[config.mk]
export PLATFORM = sky130hd
export DESIGN_NAME = byte_stuffing_frame_encoder_unit
export DESIGN_NICKNAME = d
export VERILOG_FILES = /design/src/design/bsfe_pkg.sv /design/src/design/bsfe_expand.sv /design/src/design/byte_stuffing_frame_encoder_unit.sv
export VERILOG_INCLUDE_DIRS = /design/src /design/src/design
export SDC_FILE = /design/constraint.sdc
export NUM_CORES = 1
export LEC_CHECK = 0
export ABC_AREA = 1
export BUFFER_PORTS_ARGS = -buffer_cell sky130_fd_sc_hd__buf_2
export CAP_MARGIN = 20
export CORE_ASPECT_RATIO = 1.4
export CORE_MARGIN = 4
export CORE_UTILIZATION = 56
export DETAILED_ROUTE_END_ITERATION = 6
export GPL_TIMING_DRIVEN = 0
export MAX_ROUTING_LAYER = met4
export PLACE_DENSITY = 0.73
export SLEW_MARGIN = 0
export SYNTH_ARGS = -nofsm -noshare
export SYNTH_HDL_FRONTEND = slang
export SYNTH_SLANG_ARGS = --single-unit
[constraint.sdc]
create_clock -name aclk -period 3.5 [get_ports aclk]
set_input_delay 0.35 -clock aclk [delete_from_list [all_inputs] [get_ports aclk]]
set_output_delay 0.35 -clock aclk [all_outputs]
set_load 0.02 [all_outputs]
[src/design/byte_stuffing_frame_encoder_unit_assert.svh]
// ----------------------------------------------------------------------------
// byte_stuffing_frame_encoder_unit_assert.svh
// Assertion macros used by the encoder RTL.
// ----------------------------------------------------------------------------
`ifndef BYTE_STUFFING_FRAME_ENCODER_UNIT_ASSERT_SVH
`define BYTE_STUFFING_FRAME_ENCODER_UNIT_ASSERT_SVH

// Same-cycle implication, checked outside reset.
`define BSFE_ASSERT_IMP(label, clk, rstn, ante, cons) \
    label: assert property (@(posedge clk) disable iff (!(rstn)) (ante) |-> (cons)) \
        else $error("encoder check failed");

// Next-cycle implication, checked outside reset.
`define BSFE_ASSERT_NXT(label, clk, rstn, ante, cons) \
    label: assert property (@(posedge clk) disable iff (!(rstn)) (ante) |=> (cons)) \
        else $error("encoder check failed");

`endif

[src/design/bsfe_pkg.sv]
// ----------------------------------------------------------------------------
// bsfe_pkg
// Types and constants of the byte stuffing frame encoder.
// ----------------------------------------------------------------------------
package bsfe_pkg;

    localparam logic [7:0] FLAG_BYTE   = 8'h7E;
    localparam logic [7:0] ESC_BYTE    = 8'h7D;
    localparam logic [7:0] ESC_XOR     = 8'h20;
    localparam int         MAX_RESULTS = 7;
    localparam int         CNT_W       = $clog2(MAX_RESULTS + 1);

    // Input word: one raw payload byte with its frame marks
    typedef struct packed {
        logic [7:0] payload_byte;
        logic       frame_start;
        logic       frame_last;
    } in_word_t;

    // Output word: one encoded line byte
    typedef struct packed {
        logic [7:0] out_byte;
        logic       run_last;
        logic       frame_end;
    } out_word_t;

    // All line bytes caused by one input word, first byte in entry 0
    typedef struct packed {
        logic [MAX_RESULTS-1:0][7:0] bytes;
        logic [CNT_W-1:0]            count;
        logic                        ends_frame;
    } run_t;

    function automatic logic needs_escape(input logic [7:0] v);
        return (v == ESC_BYTE) || (v == FLAG_BYTE);
    endfunction

endpackage

[src/design/bsfe_expand.sv]
// ----------------------------------------------------------------------------
// bsfe_expand
// Expands one input word into its escaped line bytes and next frame state.
// ----------------------------------------------------------------------------
module bsfe_expand (
    input  bsfe_pkg::in_word_t in_word,
    input  logic [7:0]         seq_cur,
    input  logic [7:0]         sum_cur,
    output bsfe_pkg::run_t     run,
    output logic [7:0]         seq_next,
    output logic [7:0]         sum_next
);
    import bsfe_pkg::*;

    logic [7:0]       sum_base;
    logic [7:0]       sum_data;
    logic [7:0]       chk;
    logic [3:0][7:0]  piece_val;
    logic [3:0]       piece_en;
    logic [3:0]       piece_esc;
    logic [CNT_W-1:0] pos;

    // Checksum: restart from the sequence byte on a frame start
    assign sum_base = in_word.frame_start ? seq_cur : sum_cur;
    assign sum_data = sum_base + in_word.payload_byte;
    assign chk      = ~sum_data;
    assign seq_next = in_word.frame_start ? seq_cur + 8'd1 : seq_cur;
    assign sum_next = in_word.frame_last ? 8'd0 : sum_data;

    // Pieces in line order: sequence, payload, checksum, end flag
    assign piece_val = {FLAG_BYTE, chk, in_word.payload_byte, seq_cur};
    assign piece_en  = {in_word.frame_last, in_word.frame_last, 1'b1, in_word.frame_start};
    assign piece_esc = {1'b0, needs_escape(chk), needs_escape(in_word.payload_byte),
                        needs_escape(seq_cur)};

    // Pack the enabled pieces, escape pairs taking two slots
    always_comb begin
        run.bytes      = '0;
        run.ends_frame = in_word.frame_last;
        pos            = '0;
        for (int i = 0; i < 4; i++) begin
            if (piece_en[i]) begin
                run.bytes[pos] = piece_esc[i] ? ESC_BYTE : piece_val[i];
                pos            = pos + CNT_W'(1);
                if (piece_esc[i]) begin
                    run.bytes[pos] = piece_val[i] ^ ESC_XOR;
                    pos            = pos + CNT_W'(1);
                end
            end
        end
        run.count = pos;
    end

endmodule

[src/design/byte_stuffing_frame_encoder_unit.sv]
// ----------------------------------------------------------------------------
// byte_stuffing_frame_encoder_unit
// Byte stuffing frame encoder with sequence byte and additive checksum.
// ----------------------------------------------------------------------------
// Usage:
//   s_valid/s_ready/s_payload carry raw payload bytes with frame_start and
//   frame_last marks. m_valid/m_ready/m_payload carry encoded line bytes,
//   one per word. Each input word yields 1 to 7 line bytes: the sequence
//   byte on a frame start, the payload byte, and on a frame end the
//   inverted checksum and the 0x7E flag, each of the first three escaped.
//   run_last marks the last line byte caused by an input word.
//   An accepted word is registered in the holding register and then loaded
//   into the emit registers that drive the line side. The line side sends
//   one byte per cycle while m_ready is high. A one-word holding register
//   lets the next word be accepted while the current run drains.
//   Reset clears the sequence counter, the checksum and both valid flags.
//   When the receiver stalls (m_ready low) the current line byte holds;
//   once the holding register is full s_ready drops until the run ends.
// ----------------------------------------------------------------------------
`include "byte_stuffing_frame_encoder_unit_assert.svh"

module byte_stuffing_frame_encoder_unit (
    input  logic                aclk,
    input  logic                aresetn,
    input  logic                s_valid,
    output logic                s_ready,
    input  bsfe_pkg::in_word_t  s_payload,
    output logic                m_valid,
    input  logic                m_ready,
    output bsfe_pkg::out_word_t m_payload
);
    import bsfe_pkg::*;

    logic [7:0]       seq_reg, seq_next;
    logic [7:0]       sum_reg, sum_next;
    run_t             exp_run;
    logic [7:0]       exp_seq, exp_sum;

    logic             pend_valid_reg, pend_valid_next;
    run_t             pend_run_reg, pend_run_next;

    logic             emit_valid_reg, emit_valid_next;
    logic [MAX_RESULTS-1:0][7:0] emit_bytes_reg, emit_bytes_next;
    logic [CNT_W-1:0] emit_cnt_reg, emit_cnt_next;
    logic             emit_end_reg, emit_end_next;

    logic             s_accept;
    logic             emit_pop;
    logic             emit_done;
    logic             pend_move;

    bsfe_expand u_expand (
        .in_word  (s_payload),
        .seq_cur  (seq_reg),
        .sum_cur  (sum_reg),
        .run      (exp_run),
        .seq_next (exp_seq),
        .sum_next (exp_sum)
    );

    // Handshake control
    assign emit_pop  = emit_valid_reg && m_ready;
    assign emit_done = emit_pop && (emit_cnt_reg == CNT_W'(1));
    assign pend_move = pend_valid_reg && (!emit_valid_reg || emit_done);
    assign s_ready   = !pend_valid_reg || pend_move;
    assign s_accept  = s_valid && s_ready;

    // Advance frame state on each accepted word
    always_comb begin
        seq_next = s_accept ? exp_seq : seq_reg;
        sum_next = s_accept ? exp_sum : sum_reg;
    end

    // Hold the expanded run until the line side is free
    always_comb begin
        pend_valid_next = pend_valid_reg;
        pend_run_next   = pend_run_reg;
        if (pend_move) begin
            pend_valid_next = 1'b0;
        end
        if (s_accept) begin
            pend_valid_next = 1'b1;
            pend_run_next   = exp_run;
        end
    end

    // Load a new run or shift out the byte just taken
    always_comb begin
        emit_valid_next = emit_valid_reg;
        emit_bytes_next = emit_bytes_reg;
        emit_cnt_next   = emit_cnt_reg;
        emit_end_next   = emit_end_reg;
        if (pend_move) begin
            emit_valid_next = 1'b1;
            emit_bytes_next = pend_run_reg.bytes;
            emit_cnt_next   = pend_run_reg.count;
            emit_end_next   = pend_run_reg.ends_frame;
        end else if (emit_pop) begin
            emit_valid_next = !emit_done;
            emit_bytes_next = emit_bytes_reg >> 8;
            emit_cnt_next   = emit_cnt_reg - CNT_W'(1);
        end
    end

    // Control registers
    always_ff @(posedge aclk) begin
        if (!aresetn) begin
            seq_reg        <= '0;
            sum_reg        <= '0;
            pend_valid_reg <= 1'b0;
            emit_valid_reg <= 1'b0;
        end else begin
            seq_reg        <= seq_next;
            sum_reg        <= sum_next;
            pend_valid_reg <= pend_valid_next;
            emit_valid_reg <= emit_valid_next;
        end
    end

    // Payload registers
    always_ff @(posedge aclk) begin
        pend_run_reg   <= pend_run_next;
        emit_bytes_reg <= emit_bytes_next;
        emit_cnt_reg   <= emit_cnt_next;
        emit_end_reg   <= emit_end_next;
    end

    // Drive the line side from the head of the run
    assign m_valid             = emit_valid_reg;
    assign m_payload.out_byte  = emit_bytes_reg[0];
    assign m_payload.run_last  = (emit_cnt_reg == CNT_W'(1));
    assign m_payload.frame_end = emit_end_reg && (emit_cnt_reg == CNT_W'(1));

    // Checks
    `BSFE_ASSERT_IMP(a_emit_cnt_live, aclk, aresetn, emit_valid_reg,
        (emit_cnt_reg != '0) && (emit_cnt_reg <= CNT_W'(MAX_RESULTS)))
    `BSFE_ASSERT_IMP(a_end_is_flag, aclk, aresetn, m_valid && m_payload.frame_end,
        (m_payload.out_byte == FLAG_BYTE) && m_payload.run_last)
    `BSFE_ASSERT_NXT(a_accept_held, aclk, aresetn, s_accept, pend_valid_reg)
    `BSFE_ASSERT_NXT(a_move_fills, aclk, aresetn, pend_move, emit_valid_reg)

endmodule

==> impl_metrics.env <==
export IMPL_dr_total_vias=6270
export IMPL_startpoint_type="flop"
export IMPL_top_level_ports=26
export IMPL_cts_path_max_buffers=2
export IMPL_worst_ir_drop_vdd_v=0.000327
export IMPL_dp_cells=1114
export IMPL_worst_ep_arrival_time_ns=3.46
export IMPL_grt_max_degree=36
export IMPL_io_buffer_count=24
export IMPL_global_route_wire_length_before_repair_um=31500
export IMPL_tritoncts="done"
export IMPL_global_route_overflow_total=0
export IMPL_synthesized_area_um2=7520
export IMPL_worst_pin_slew_ns=0.855
export IMPL_routed_wl_um=20200
export IMPL_cts_htree_levels=4
export IMPL_hold_viol_final=0
export IMPL_synthCells=909
export IMPL_largest_register_ffs=60
export IMPL_drv_cap=0
export IMPL_async_reset_ff_share_pct=0
export IMPL_route_detailed_drc=0
export IMPL_flow_area_growth_from_synthesis_pct=16.5
export IMPL_cts_clk_slew_worst_paths_ns=0.06
export IMPL_required_ns=3.63
export IMPL_post_synth_main_area_contributors="edfxtp_1 48%, nand2_1 19%, dfxtp_1 4.8%"
export IMPL_postRouteAntennaNets=0
export IMPL_globalRouteTotalUtil_pct=27.7
export IMPL_first_global_vias=5786
export IMPL_p_leak_nw=3.94
export IMPL_dr_first_iter_drc_count=460
export IMPL_critPathKind="reg -> reg"
export IMPL_max_clock_freq_ghz=0.301
export IMPL_cts_root_buffer_cell="clkbuf_16"
export IMPL_worst_hold_path_type="in -> reg"
export IMPL_synth_seq_cells=138
export IMPL_dieWidth_um=106
export IMPL_crit_fanout=5
export IMPL_hold_path_cell_count=1
export IMPL_core_rowCount=49
export IMPL_yosys_most_used_dff="edfxtp_1"
export IMPL_number_of_flops_mapped_to_enable_cells_by_yosys=120
export IMPL_design_die_area_um2=15400
export IMPL_most_common_layout_cells="366 x nand2_1, 120 x edfxtp_1, 71 x inv_1"
export IMPL_maxSlewHeadroom_pct=43.0
export IMPL_run_status="completed"
export IMPL_final_common_cell="nand2_1"
export IMPL_p_total_mw=4.71
export IMPL_drtPass1Iterations=5
export IMPL_antenna_violations_before_repair=0
export IMPL_synthDominantAreaCellType="edfxtp_1"
export IMPL_routabilityCongestion=1.02
export IMPL_post_route_period_util_pct=95.1
export IMPL_die_height_um=145
export IMPL_finalWorstPathRequiredPeriod_ns=3.33
export IMPL_num_antenna_cells=0
export IMPL_drive_gt1_share_pct=14.7
export IMPL_holdBufCountCts=0
export IMPL_synth_top_cell_area_share_pct=47.9
export IMPL_yosysSeqAreaShare_pct=52.7
export IMPL_synthesis_yosys_warnings=0
export IMPL_timing_reg2reg_worst_path_depth=19
export IMPL_hpwlAfterDp_um=14600
export IMPL_timing_final_max_slew_violations=0
export IMPL_cts_buffers_inserted=17
export IMPL_critPathCaptureType="flop"
export IMPL_syn_area_per_cell_um2=8.27
export IMPL_numnets_final=998
export IMPL_rsz0062_at_grt="false"
export IMPL_wl_per_instance_um=17.4
export IMPL_yosysUniqueCellTypes=44
export IMPL_post_route_non_filler_standard_cell_count=1159
export IMPL_finClkSkew_ns=0.0153
export IMPL_drt_vias_per_instance=5.41
export IMPL_core_box_area_um2=13000
export IMPL_setup_viol=0
export IMPL_power_density_cell_area_nw_per_um2=538
export IMPL_clock_sinks=138
export IMPL_insertion_delay_to_the_later_sink_of_the_worst_skew_pair_ns=0.42
export IMPL_setup_total_negative_slack_ns=0
export IMPL_initial_core_util_pct=57.9
critical path, stage by stage (launching register included):
cell        delay [ns]
dfxtp_2           0.35
inv_2             0.12
o21ai_1           0.09
ha_2              0.21
fa_2              0.64
clkinvlp_4        0.14
nand2_1           0.07
nand2_1           0.06
nor2_2            0.10
nand3_1           0.10
nor2_2            0.09
nand2_2           0.11
nor2_4            0.19
nand2_1           0.09
nand2_1           0.06
nand2_1           0.08
nand2_4           0.12
ha_1              0.24
nand2_1           0.07
o21ai_1           0.11
logic make-up after synthesis:
family,count (synthesis),share of synthesized area (%)
buffers and inverters,117,6.47
XOR/XNOR,3,0.349
AO/OA/AOI/OAI,105,7.84
adder cells (fa/ha/maj),16,2.76
other,1,0.0499
AND/OR/NAND/NOR,529,29.8
flip-flops,138,52.7
routing by layer:
layer	up-vias	routed length [µm]	GRT usage (%)	part of all wire [%]
li1	3104	-	-	-
met1	2863	7740	32.6	38
met2	244	10300	45.5	51
met3	59	1170	4.67	5.8
met4	0	971	14.2	4.8
met5	-	0	-	0
Yosys cell counts (all sizes together) (4+ instances only):
cell and instances:
nor4 4, nor2 67, clkbuf 21, nand4 11, nand2 383, o22ai 5, o21ai 39, a21boi 5
inv 80, dfxtp 18, nand3 58, ha 15, edfxtp 120, buf 15, a21oi 47
per-stage QoR:
| step | instance area, µm² | utilization (%) | worst slack (ns) | hold WS [ns] |
|---|---|---|---|---|
| 2_1_floorplan | 7520 | - | 0.145 | 0.400 |
| 3_3_place_gp | 7870 | 60.5 | -1.04 | 0.403 |
| 3_5_place_dp | 7910 | 60.8 | -0.996 | 0.408 |
| 4_1_cts | 8600 | 66.2 | 0.00323 | 0.233 |
| 5_1_grt | 8760 | 67.4 | 0.00339 | 0.235 |
| 6_report | 8760 | 67.4 | 0.173 | 0.254 |
worst paths after layout:
check,start,to,slack [ns]
worst max register to register,seq_reg[0],pend_run_reg[2],0.17
worst min register to register,pend_run_reg[0],emit_end_reg,0.42
worst max-delay path,seq_reg[0],pend_run_reg[2],0.17
worst min-delay path,s_payload[0],pend_run_reg[0],0.25
timing repair:
item	4_1_cts	5_1_grt
pin swaps	5	8
cloned	1	0
gates resized for setup	18	26
buffers inserted	5	8
setup endpoints to repair	54	54
hold endpoints to repair	0	0
power by group:
group	internal [mW]	switching, mW	total, mW
Combinational	0.241	0.530	0.771
Clock	1.18	0.660	1.84
Sequential	2.04	0.0569	2.10
Total	3.47	1.25	4.71
final cells by class:
type / count / area (µm²)
inverters: 81 / 310
repair buffers: 39 / 262
plain buffers: 35 / 184
fillers: 1116 / 4240
multi-input cells: 656 / 3210
well taps: 178 / 223
clock buffers: 19 / 433
flip-flops and latches: 138 / 3970
clock inverters: 13 / 175
Power figures use the tool's default switching activity.
